<file path="src/hdl/cau_pkg.sv">
// Shared types, operation codes and the saturation helper of the complex arithmetic unit.
package cau_pkg;

    localparam logic [2:0] CMD_ADD = 3'd0;
    localparam logic [2:0] CMD_SUB = 3'd1;
    localparam logic [2:0] CMD_MUL = 3'd2;
    localparam logic [2:0] CMD_DIV = 3'd3;
    localparam logic [2:0] CMD_MAG = 3'd4;
    localparam logic [2:0] CMD_EQ  = 3'd5;

    localparam int Q_DEPTH = 4;

    localparam logic [64:0] POS_LIMIT = 65'h0_7FFF_FFFF;
    localparam logic [64:0] NEG_LIMIT = 65'h0_8000_0000;

    typedef enum logic [2:0] {
        OP_ADD,
        OP_SUB,
        OP_MUL,
        OP_DIV,
        OP_MAG,
        OP_EQ,
        OP_NONE
    } t_op;

    typedef struct packed {
        t_op                op;
        logic signed [31:0] a_re;
        logic signed [31:0] a_im;
        logic signed [31:0] b_re;
        logic signed [31:0] b_im;
    } t_item;

    typedef struct packed {
        logic [31:0] val;
        logic        sat;
    } t_sat;

    // clamp a sign/magnitude value to the signed 32-bit range
    function automatic t_sat sat32(input logic neg, input logic [64:0] mag);
        t_sat r;
        if (!neg) begin
            if (mag > POS_LIMIT) begin
                r.val = 32'h7FFF_FFFF;
                r.sat = 1'b1;
            end else begin
                r.val = mag[31:0];
                r.sat = 1'b0;
            end
        end else if (mag > NEG_LIMIT) begin
            r.val = 32'h8000_0000;
            r.sat = 1'b1;
        end else begin
            r.val = 32'(~mag[31:0] + 32'd1);
            r.sat = 1'b0;
        end
        return r;
    endfunction

endpackage

</file>
<file path="src/hdl/cau_front.sv">
// Front end: decodes the operation of each word and queues it for the back end.
module cau_front import cau_pkg::*; (
    input  logic               i_clk,
    input  logic               i_rst_n,
    input  logic               i_start,
    input  logic [2:0]         i_cmd,
    input  logic signed [31:0] i_a_re,
    input  logic signed [31:0] i_a_im,
    input  logic signed [31:0] i_b_re,
    input  logic signed [31:0] i_b_im,
    output logic               o_busy,
    output logic               o_valid,
    output t_item              o_item,
    input  logic               i_pop
);
    localparam int PW = $clog2(Q_DEPTH);

    t_item        r_mem [Q_DEPTH];
    logic [PW-1:0] r_wr;
    logic [PW-1:0] r_rd;
    logic [PW:0]   r_cnt;
    t_item        n_item;
    logic         push;
    logic         pop;

    // classify: magnitude reuses the product lanes, so feed a in place of b
    always_comb begin
        n_item.op   = OP_NONE;
        n_item.a_re = i_a_re;
        n_item.a_im = i_a_im;
        n_item.b_re = i_b_re;
        n_item.b_im = i_b_im;
        unique case (i_cmd)
            CMD_ADD: n_item.op = OP_ADD;
            CMD_SUB: n_item.op = OP_SUB;
            CMD_MUL: n_item.op = OP_MUL;
            CMD_DIV: n_item.op = OP_DIV;
            CMD_MAG: begin
                n_item.op   = OP_MAG;
                n_item.b_re = i_a_re;
                n_item.b_im = i_a_im;
            end
            CMD_EQ:  n_item.op = OP_EQ;
            default: n_item.op = OP_NONE;
        endcase
    end

    assign o_busy  = (r_cnt == (PW+1)'(Q_DEPTH));
    assign o_valid = (r_cnt != '0);
    assign o_item  = r_mem[r_rd];
    assign push    = i_start & ~o_busy;
    assign pop     = i_pop & o_valid;

    always_ff @(posedge i_clk) begin
        if (push) begin
            r_mem[r_wr] <= n_item;
        end
    end

    always_ff @(posedge i_clk) begin
        if (!i_rst_n) begin
            r_wr  <= '0;
            r_rd  <= '0;
            r_cnt <= '0;
        end else begin
            if (push) begin
                r_wr <= r_wr + 1'b1;
            end
            if (pop) begin
                r_rd <= r_rd + 1'b1;
            end
            unique case ({push, pop})
                2'b10:   r_cnt <= r_cnt + 1'b1;
                2'b01:   r_cnt <= r_cnt - 1'b1;
                default: r_cnt <= r_cnt;
            endcase
        end
    end

endmodule

</file>
<file path="config.mk">
export PLATFORM = sky130hd
export DESIGN_NAME = cau_front
export DESIGN_NICKNAME = d
export VERILOG_FILES = /design/src/hdl/cau_pkg.sv /design/src/hdl/cau_front.sv
export SDC_FILE = /design/constraint.sdc
export NUM_CORES = 1
export LEC_CHECK = 0
export BUFFER_PORTS_ARGS = -buffer_cell sky130_fd_sc_hd__buf_4
export CORE_MARGIN = 4
export CORE_UTILIZATION = 50
export CTS_CLUSTER_SIZE = 28
export DETAILED_ROUTE_END_ITERATION = 8
export HOLD_SLACK_MARGIN = 0.05
export PLACE_DENSITY_LB_ADDON = 0.2
export SKIP_CTS_REPAIR_TIMING = 1
export SLEW_MARGIN = 10
export SYNTH_ARGS = -nofsm -noshare
export SYNTH_HDL_FRONTEND = slang
export SYNTH_SLANG_ARGS = --single-unit
</file>
<file path="constraint.sdc">
create_clock -name i_clk -period 4.5 [get_ports i_clk]
set_clock_uncertainty 0.05 [all_clocks]
set_input_delay 0.225 -clock i_clk [delete_from_list [all_inputs] [get_ports i_clk]]
set_output_delay 0.225 -clock i_clk [all_outputs]
set_load 0.05 [all_outputs]
</file>
==> out/metrics.cfg, run 1 <==
[outcome]
outcome = complete, no violations

[power_and_ir_drop]
p_sw_mw = 5.23
switching_share_pct = 34.1
comb_power_share_pct = 33.8
power.leakage_nw = 8.63
seqPwrFrac_pct = 40.6
power.density_nw_per_um2 = 599
intPower_mw = 10.1
power.share.clock_pct = 25.6
irDropWorstVdd_mv = 0.479

[yosys]
synth-edff-count = 524
synthCells = 812
synth_fp_nets = 953
yosysWarnings = 0
yosysUniqueCellTypes = 24
syn-cell-area_um2 = 20200
synthArstFlopShare_pct = 0
seq_area_frac_synth_pct = 78.9
ys_ff_latch = 533
yosysMostFrequentCell = edfxtp_1
yosys-top-cells-count = 524 x edfxtp_1, 131 x mux4_2, 64 x mux2_2
synth.avg_cell_area_um2 = 24.9
synth.largest_area_cell = edfxtp_1
yosysTopAreaCellShare_pct = 78.0
synth_area_leaders = edfxtp_1 78%, mux4_2 15%, mux2_2 3.6%
synth_flop_cell = edfxtp_1

[timing]
setup_tns_ns = 0
fmax_mhz = 334
finalWorstSetupSlack_ns = 1.51
hold_viol = 0
period_needed_ns = 2.99
finalMaxSlewViolations = 0
rsz0062_at_grt = false
timing.final.crit_share_pct = 66.5
hold_slack_ns = 0.112
tightest_slew_ns = 0.863
setup_viol = 0
maxSlewHeadroom_pct = 42.5

[clocking]
cts_buffers = 52
clock-root-buffer = clkbuf_16
tritoncts = done
clock_latency_ns = 0.57
cts.clk_slew.worst_paths_ns = 0.06
htreeDepth = 2
cts_buffer_depth = 3
cts.sinks = 533

[route]
wl_per_cell_um = 23.0
via_count = 9785
drc_errors = 0
viasPerCell = 5.43
antenna_left = 0
wl_mm = 41.4
drt_iter0_drc = 622
dr.pass1.iters = 5

[place]
dpl_worst_slack_ns = 1.75
dp_hpwl_mm = 23.7
place_congestion = 0.738
io_buffers = 267

[die]
coreArea_um2 = 39800
rows = 73
dieArea_um2 = 43600
die_w_um = 209
ios = 268
start_util_pct = 50.7
die_y_um = 209

[grt]
grt_max_degree = 73
grt_antenna_before_repair = 0
grt.total_usage_pct = 18.3
grt.overflow.total = 0
grt_first_pass_wirelength_mm = 60.8
grt_pass1_vias = 9871

[job]
max_cap_viol_count = 0

[final_layout]
fin_nets = 1380
drive_gt1_share_pct = 43.1
diodes = 0
synthToLayoutAreaGrowth_pct = 27.1

[critical_path]
reg2reg_depth = 4
start_kind = flop
rrSetupSlack_ns = 1.80
critPathCaptureType = output port
cp_data_required_time_ns = 4.22
rr_endpoint = r_mem[1][66]
worstReg2RegStart = r_cnt[0]
crit_type = reg2out
critPathMaxFanout = 40
crit_arrival_ns = 2.72

[hold_path]
hold_depth = 2
hold_path_class = in2reg
min_from = i_cmd[0]
whs_endpoint = r_mem[3][128]

==> worst max path at each step <==
stage | startpoint | to | slack [ns] | cells after the start
detailed placement | r_cnt[0] | r_mem[1][41] | 1.75 | 4
CTS | flop | o_item[14] | 1.35 | 3
global placement | r_cnt[0] | r_mem[1][114] | 1.85 | 4
floorplan | r_cnt[2] | r_mem[0][0] | 1.14 | 4
global route | flop | o_item[14] | 1.25 | 3
finish | flop | o_item[60] | 1.51 | 3
==> final cells by class <==
| class | instances | area [um^2] |
|---|---|---|
| Sequential cell | 533 | 15900 |
| Fill cell | 2708 | 14200 |
| Multi-Input combinational cell | 232 | 3980 |
| Timing Repair Buffer | 414 | 3520 |
| Clock buffer | 69 | 1410 |
| Tap cell | 525 | 657 |
| Clock inverter | 23 | 139 |
| Inverter | 6 | 22.5 |
==> power groups by stage <==
stage	clock (mW)	combinational [mW]	sequential, mW
2_1_floorplan	0	3.82	6.20
3_3_place_gp	0	5.15	6.33
3_5_place_dp	0	5.16	6.36
4_1_cts	4.04	5.18	6.25
5_1_grt	4.26	5.43	6.30
6_report	3.94	5.19	6.24
==> per-layer routing <==
metal / wire (um) / share of wire, % / GRT usage (%)
met1: 17700 / 43 / 27.0
met2: 20300 / 49 / 27.9
met3: 2970 / 7.2 / 5.45
met4: 429 / 1.0 / 3.53
met5: 0 / 0 / 0
==> layout by cell type, fill, tap and decap left out <==
cell	n
and2_1	3
xor2_1	1
nor2b_1	3
fa_1	1
mux4_2	131
buf_4	276
edfxtp_1	524
inv_8	1
nand2_1	5
inv_6	2
clkinv_1	12
nor3b_1	1
buf_12	7
clkbuf_8	2
nor3b_2	1
clkbuf_16	53
bufinv_16	1
mux2_2	64
o21ai_0	2
dlygate4sd3_1	131
a21boi_0	2
o31a_1	1
clkinv_2	7
ha_1	5
and2_4	4
clkbuf_1	14
mux2i_1	2
xnor2_1	3
or3_1	2
dfxtp_1	7
o311ai_0	1
inv_1	6
dfxtp_4	2
==> state kept, by name, summed over array words and instances, names as in the netlist, named ones only <==
register and cells:
r_rd 2, r_wr 2, r_cnt 3, r_mem 524
==> per-stage QoR <==
stage | util (%) | instances | total power, mW | area, um^2
after CTS | 61.1 | 1671 | 15.5 | 24300
after detailed placement | 57.2 | 1579 | 11.5 | 22800
after global placement | 57.2 | 1579 | 11.5 | 22800
after global routing | 64.4 | 1802 | 16.0 | 25600
after floorplan | - | 812 | 10.0 | 20200
final | 64.4 | 1802 | 15.4 | 25600
==> critical path, stage by stage, from the launching register on <==
cell	delay [ns]
dfxtp_4	0.88
buf_4	0.43
mux4_2	0.56
buf_4	0.21
==> cells by family after synthesis <==
group | Yosys count | share of synthesized area, %
DFF | 533 | 78.9
adders and majority gates | 6 | 0.409
buffers and inverters | 47 | 1.52
muxes | 197 | 18.3
xor gates and xnor gates | 4 | 0.174
and+or+nand+nor | 19 | 0.539
AOI/OAI and AO/OA | 6 | 0.211
Note: power is estimated with default switching activity, not from simulation.
==> run 2: changes to the inputs <==
- clock period: 4.5 -> 2.5 ns (I/O delays scaled with it)
==> run 2 against run 1 <==
  * Die area unchanged
  * Sequential share of layout area decreased by 1.7 points
  * Sequential power increased by 76%
  * Clock-buffer cell count decreased by 3
  * Critical endpoint is now o_item[110]
  * Total power increased by 85%
  * Clock power increased by 88%
  * Combinational power increased by 93%
  * Routed wire length increased by 1.3%
  * Critical path type unchanged
  * Critical path depth increased by 1
==> out/metrics.cfg, run 2 (same netlist as run 1, synthesis figures left out) <==
[outcome]
outcome = complete, no violations  ; unchanged

[place]
dp.cells = 1611  ; was 1579
place_area_um2 = 23300  ; was 22800 um^2
place_congestion = 0.755  ; was 0.738
dp_hpwl_mm = 26.0  ; was 23.7 mm
dpl_worst_slack_ns = 0.418  ; was 1.75 ns
io_buffers = 267  ; unchanged

[clocking]
cts_buffer_depth = 3  ; unchanged
cts.clk_slew.worst_paths_ns = 0.06  ; about the same
cts.sinks = 533  ; unchanged
tritoncts = done  ; unchanged
cts_buffers = 53  ; was 52
htreeDepth = 2  ; unchanged
clock_latency_ns = 0.57  ; about the same
clock-root-buffer = clkbuf_16  ; unchanged

[route]
antenna_left = 0  ; unchanged
drt_iter0_drc = 646  ; was 622
viasPerCell = 5.43  ; about the same
wl_mm = 42.0  ; was 41.4 mm
wl_per_cell_um = 22.8  ; was 23.0 um
drc_errors = 0  ; unchanged
via_count = 10000  ; was 9785
dr.pass1.iters = 5  ; unchanged

[final_layout]
fill_cells = 2576  ; was 2708
layout_commonest_cell = edfxtp_1  ; unchanged
synthToLayoutAreaGrowth_pct = 30.6  ; was 27.1%
final_cells = 1843  ; was 1802
reg_top3 = r_mem: 524 flops, r_cnt: 3 flops  ; unchanged
regMostFlops = r_mem  ; unchanged
utilization_pct = 66.2  ; was 64.4%
diodes = 0  ; unchanged
largest_reg_flops = 524  ; unchanged
drive_gt1_share_pct = 45.1  ; was 43.1%
finalInstanceArea_um2 = 26400  ; was 25600 um^2
mostFrequentLayoutCells = 524 x edfxtp_1, 288 x buf_4, 134 x dlygate4sd3_1  ; was 524 x edfxtp_1, 276 x buf_4, 131 x mux4_2, 131 x dlygate4sd3_1, 64 x mux2_2
fin_nets = 1422  ; was 1380

[timing]
rsz0062_at_grt = false  ; unchanged
tightest_slew_ns = 0.606  ; was 0.863 ns
hold_viol = 0  ; unchanged
finalWorstSetupSlack_ns = 0.158  ; was 1.51 ns
maxSlewHeadroom_pct = 59.2  ; was 42.5%
setup_tns_ns = 0  ; unchanged
timing.final.crit_share_pct = 93.7
period_needed_ns = 2.34
setup_viol = 0  ; unchanged
fmax_mhz = 427
hold_slack_ns = 0.0376  ; was 0.112 ns
finalMaxSlewViolations = 0  ; unchanged

[critical_path]
crit_arrival_ns = 2.17  ; was 2.72 ns
start_kind = flop  ; unchanged
critPathMaxFanout = 33  ; was 40
cp_data_required_time_ns = 2.33  ; was 4.22 ns
critPathCaptureType = output port  ; unchanged
reg2reg_depth = 9  ; was 4
crit_type = reg2out  ; unchanged

[die]
rows = 73  ; unchanged
die_w_um = 209  ; unchanged
coreArea_um2 = 39800  ; unchanged
start_util_pct = 50.7  ; unchanged
ios = 268  ; unchanged
die_y_um = 209  ; unchanged
dieArea_um2 = 43600  ; unchanged

[grt]
grt_antenna_before_repair = 0  ; unchanged
grt_pass1_vias = 9968  ; was 9871
use_met1_pct = 26.9  ; was 27.0%
met2_usage_pct = 29.2  ; was 27.9%
grt.total_usage_pct = 18.6  ; was 18.3%
grt_max_degree = 49  ; was 73
top_usage_layer = met2  ; unchanged
grt.overflow.total = 0  ; unchanged
grtUsageMet3_pct = 4.40  ; was 5.45%
grt_first_pass_wirelength_mm = 62.1  ; was 60.8 mm

[power_and_ir_drop]
finalPower_mw = 28.5  ; was 15.4 mW
irDropWorstVdd_mv = 0.971  ; was 0.479 mV
power.share.clock_pct = 26.0  ; was 25.6%
p_sw_mw = 9.59  ; was 5.23 mW
power.leakage_nw = 8.96  ; was 8.63 nW
power.density_nw_per_um2 = 1080  ; was 599 nW/um^2
seqPwrFrac_pct = 38.7  ; was 40.6%
intPower_mw = 18.9  ; was 10.1 mW
comb_power_share_pct = 35.3  ; was 33.8%
switching_share_pct = 33.7  ; was 34.1%

[job]
max_cap_viol_count = 0  ; unchanged

[hold_path]
hold_path_class = in2reg  ; unchanged
hold_depth = 4  ; was 2

## run 2: worst max-delay path: stages, from the launching register on
cell	delay, ns
dfxtp_4	0.38
buf_12	0.13
buf_12	0.26
mux4_2	0.57
buf_4	0.21
## run 2: routing by layer
metal	routed length, um	share of wire, %	up-vias
met2	20800	50	358
met1	17400	41	5196
met5	0	0	-
li1	-	-	4389
met4	809	1.9	0
met3	2970	7.1	57
## run 2: final timing paths
check / startpoint / endpoint / slack, ns
worst max-delay path: flop / o_item[110] / 0.16
worst min-delay path: i_start / r_wr[0] / 0.04
worst max register to register: r_cnt[2] / r_cnt[2] / 0.38
worst min register to register: r_wr[1] / r_wr[1] / 0.46
## run 2: power groups by stage
stage | registers (mW) | logic (mW) | clock network, mW
after global placement | 11.2 | 9.86 | 0
after detailed placement | 11.3 | 9.86 | 0
after global routing | 11.1 | 10.5 | 8.01
after floorplan | 11.2 | 6.88 | 0
final | 11.0 | 10.0 | 7.40
after CTS | 11.1 | 9.89 | 7.59
## run 2: cell type report
cell class | instances | area, um^2 | share of cell area, %
clock buffers | 66 | 1420 | 5.38
clock inverters | 26 | 198 | 0.750
inverters | 6 | 22.5 | 0.0854
multi-input cells | 232 | 3990 | 15.1
flip-flops and latches | 533 | 15900 | 60.4
well taps | 525 | 657 | 2.49
repair buffers | 455 | 4160 | 15.8
==> run 3: changes to the inputs <==
- PLACE_DENSITY: not set -> 0.8
- PLACE_DENSITY_LB_ADDON: 0.2 -> not set
==> run 3 against run 2 <==
  * Clock-buffer cell count shrank 5
  * First-iteration DRC count shrank 2.9%
  * Combinational power is essentially flat
  * Flip-flop and latch count is the same
  * Non-clock buffer count shrank 26
  * Via count shrank 0.27%
  * Critical endpoint is now o_item[57]
  * Critical path depth shrank 1
  * Routed wire length grew 0.34%
  * Register-to-register slack lost 0.11 ns
  * Sequential share of layout area grew 0.67 points
==> out/metrics.cfg, run 3 (same netlist as run 1, synthesis figures left out) <==
[clocking]
clock_latency_ns = 0.58  ; was 0.57 ns
cts.clk_slew.worst_paths_ns = 0.06  ; about the same
tritoncts = done  ; unchanged
cts.sinks = 533  ; unchanged
cts_buffer_depth = 3  ; unchanged
clock-root-buffer = clkbuf_16  ; unchanged
cts_buffers = 51  ; was 53
htreeDepth = 2  ; unchanged

[grt]
grt_max_degree = 65  ; was 49
grt_first_pass_wirelength_mm = 61.0  ; was 62.1 mm
grt_antenna_before_repair = 3  ; was 0
grt_pass1_vias = 10000  ; was 9968
grt.total_usage_pct = 18.2  ; was 18.6%
grt.overflow.total = 0  ; unchanged

[timing]
hold_viol = 0  ; unchanged
setup_viol = 0  ; unchanged
tightest_slew_ns = 0.533  ; was 0.606 ns
maxSlewHeadroom_pct = 64.4  ; was 59.2%
finalMaxSlewViolations = 0  ; unchanged
timing.final.crit_share_pct = 93.2  ; was 93.7%
fmax_mhz = 429  ; was 427 MHz
period_needed_ns = 2.33  ; was 2.34 ns
rsz0062_at_grt = false  ; unchanged
finalWorstSetupSlack_ns = 0.170  ; was 0.158 ns

[route]
drt_iter0_drc = 627  ; was 646
drc_errors = 0  ; unchanged
wl_met2_mm = 21.1  ; was 20.8 mm
antenna_left = 0  ; unchanged
wl_mm = 42.1  ; was 42.0 mm
viasPerCell = 5.47  ; was 5.43
via_count = 9973  ; was 10000
top_layer = met5  ; was met4
m1WireLength_mm = 17.1  ; was 17.4 mm
wl_per_cell_um = 23.1  ; was 22.8 um
wl_met3_mm = 3.00  ; was 2.97 mm
dr.pass1.iters = 5  ; unchanged

[die]
rows = 73  ; unchanged
dieArea_um2 = 43600  ; unchanged
die_y_um = 209  ; unchanged
ios = 268  ; unchanged
start_util_pct = 50.7  ; unchanged
die_w_um = 209  ; unchanged
coreArea_um2 = 39800  ; unchanged

[critical_path]
critPathMaxFanout = 33  ; unchanged
cp_data_required_time_ns = 2.33  ; about the same
critPathCaptureType = output port  ; unchanged
crit_type = reg2out  ; unchanged
crit_arrival_ns = 2.15  ; was 2.17 ns
rr_endpoint = r_cnt[2]  ; unchanged
rrSetupSlack_ns = 0.27  ; was 0.38 ns
worstReg2RegStart = r_cnt[2]  ; unchanged
reg2reg_depth = 9  ; unchanged
start_kind = flop  ; unchanged

[final_layout]
layout_commonest_cell = edfxtp_1  ; unchanged
fin_nets = 1394  ; was 1422
largest_reg_flops = 524  ; unchanged
fill_cells = 2544  ; was 2576
drive_gt1_share_pct = 44.1  ; was 45.1%
reg_top3 = r_mem: 524 flops, r_cnt: 3 flops  ; unchanged
mostFrequentLayoutCells = 524 x edfxtp_1, 275 x buf_4, 134 x dlygate4sd3_1  ; was 524 x edfxtp_1, 288 x buf_4, 134 x dlygate4sd3_1
synthToLayoutAreaGrowth_pct = 29.2  ; was 30.6%
regMostFlops = r_mem  ; unchanged

[hold_path]
hold_path_class = in2reg  ; unchanged
whs_endpoint = r_mem[2][82]  ; was r_wr[0]
min_from = i_a_im[18]  ; was i_start
hold_depth = 2  ; was 4

[place]
place_congestion = 0.727  ; was 0.755
dp_hpwl_mm = 24.4  ; was 26.0 mm
dpl_worst_slack_ns = 0.275  ; was 0.418 ns
io_buffers = 267  ; unchanged

[power_and_ir_drop]
seqPwrFrac_pct = 38.9  ; was 38.7%
power.share.clock_pct = 26.8  ; was 26.0%
finalPower_mw = 28.4  ; was 28.5 mW
power.leakage_nw = 8.81  ; was 8.96 nW
power.density_nw_per_um2 = 1090  ; was 1080 nW/um^2
comb_power_share_pct = 34.3  ; was 35.3%
p_sw_mw = 9.60  ; was 9.59 mW
irDropWorstVdd_mv = 0.708  ; was 0.971 mV
switching_share_pct = 33.8  ; was 33.7%
intPower_mw = 18.8  ; was 18.9 mW

[outcome]
outcome = complete, no violations  ; unchanged

[job]
max_cap_viol_count = 0  ; unchanged

==> run 3: changes by cell type in the layout (fill, tap and decap cells not counted) <==
cell,before,now
buf_12,32,18
buf_4,288,275
bufinv_16,3,6
clkbuf_16,55,52
diode_2,0,3
clkbuf_1,11,9
clkinv_1,11,13
clkinv_4,0,2
buf_16,0,1
clkinv_2,10,9
clkinv_8,0,1
inv_6,1,2
==> run 3: cell type report <==
class                           instances  area [um^2]  area share, %
Clock buffer                           61         1340           5.12
Tap cell                              525          657           2.52
Inverter                                6         22.5         0.0864
Antenna cell                            3         7.51         0.0288
Sequential cell                       533        15900           61.1
Timing Repair Buffer                  429         3800           14.6
Clock inverter                         34          333           1.28
Multi-Input combinational cell        232         3990           15.3
==> run 3: power groups by stage <==
stage               Sequential [mW]  Clock, mW  Combinational (mW)
global route                   11.1       8.16                10.2
detailed placement             11.3          0                9.55
global placement               11.2          0                9.49
finish                         11.1       7.60                9.74
floorplan                      11.2          0                6.88
CTS                            11.1       7.76                9.59
==> run 3: how the worst max path moves through the flow <==
stage	cells after the start	start	slack (ns)	to
after floorplan	4	r_cnt[0]	-0.48	r_mem[0][0]
after global placement	9	r_cnt[2]	0.37	r_cnt[2]
after detailed placement	9	r_cnt[2]	0.27	r_cnt[2]
after CTS	3	flop	-0.07	o_item[108]
after global routing	3	flop	0.06	o_item[126]
final	3	flop	0.17	o_item[57]
==> run 3: stage by stage <==
step	util, %	cells	cell area (um^2)	hold slack (ns)	TNS [ns]
after CTS	62.0	1682	24700	-0.343	-0.640
after global routing	65.5	1822	26100	0.232	0
after global placement	57.8	1587	23000	0.282	0
after floorplan	-	812	20200	0.174	-250.48
after detailed placement	57.8	1587	23000	0.285	0
final	65.5	1823	26100	0.242	0
==> run 3: worst max-delay path, cell delays in order, from the launching register on <==
cell and delay, ns:
dfxtp_4 0.47, buf_12 0.30, mux4_2 0.57, buf_4 0.21
==> run 3: per-layer routing <==
metal  vias up  track usage [%]
met1      5184             25.3
met5         -                0
li1       4354                -
met2       368             29.1
met3        65             4.91
met4         2             5.18
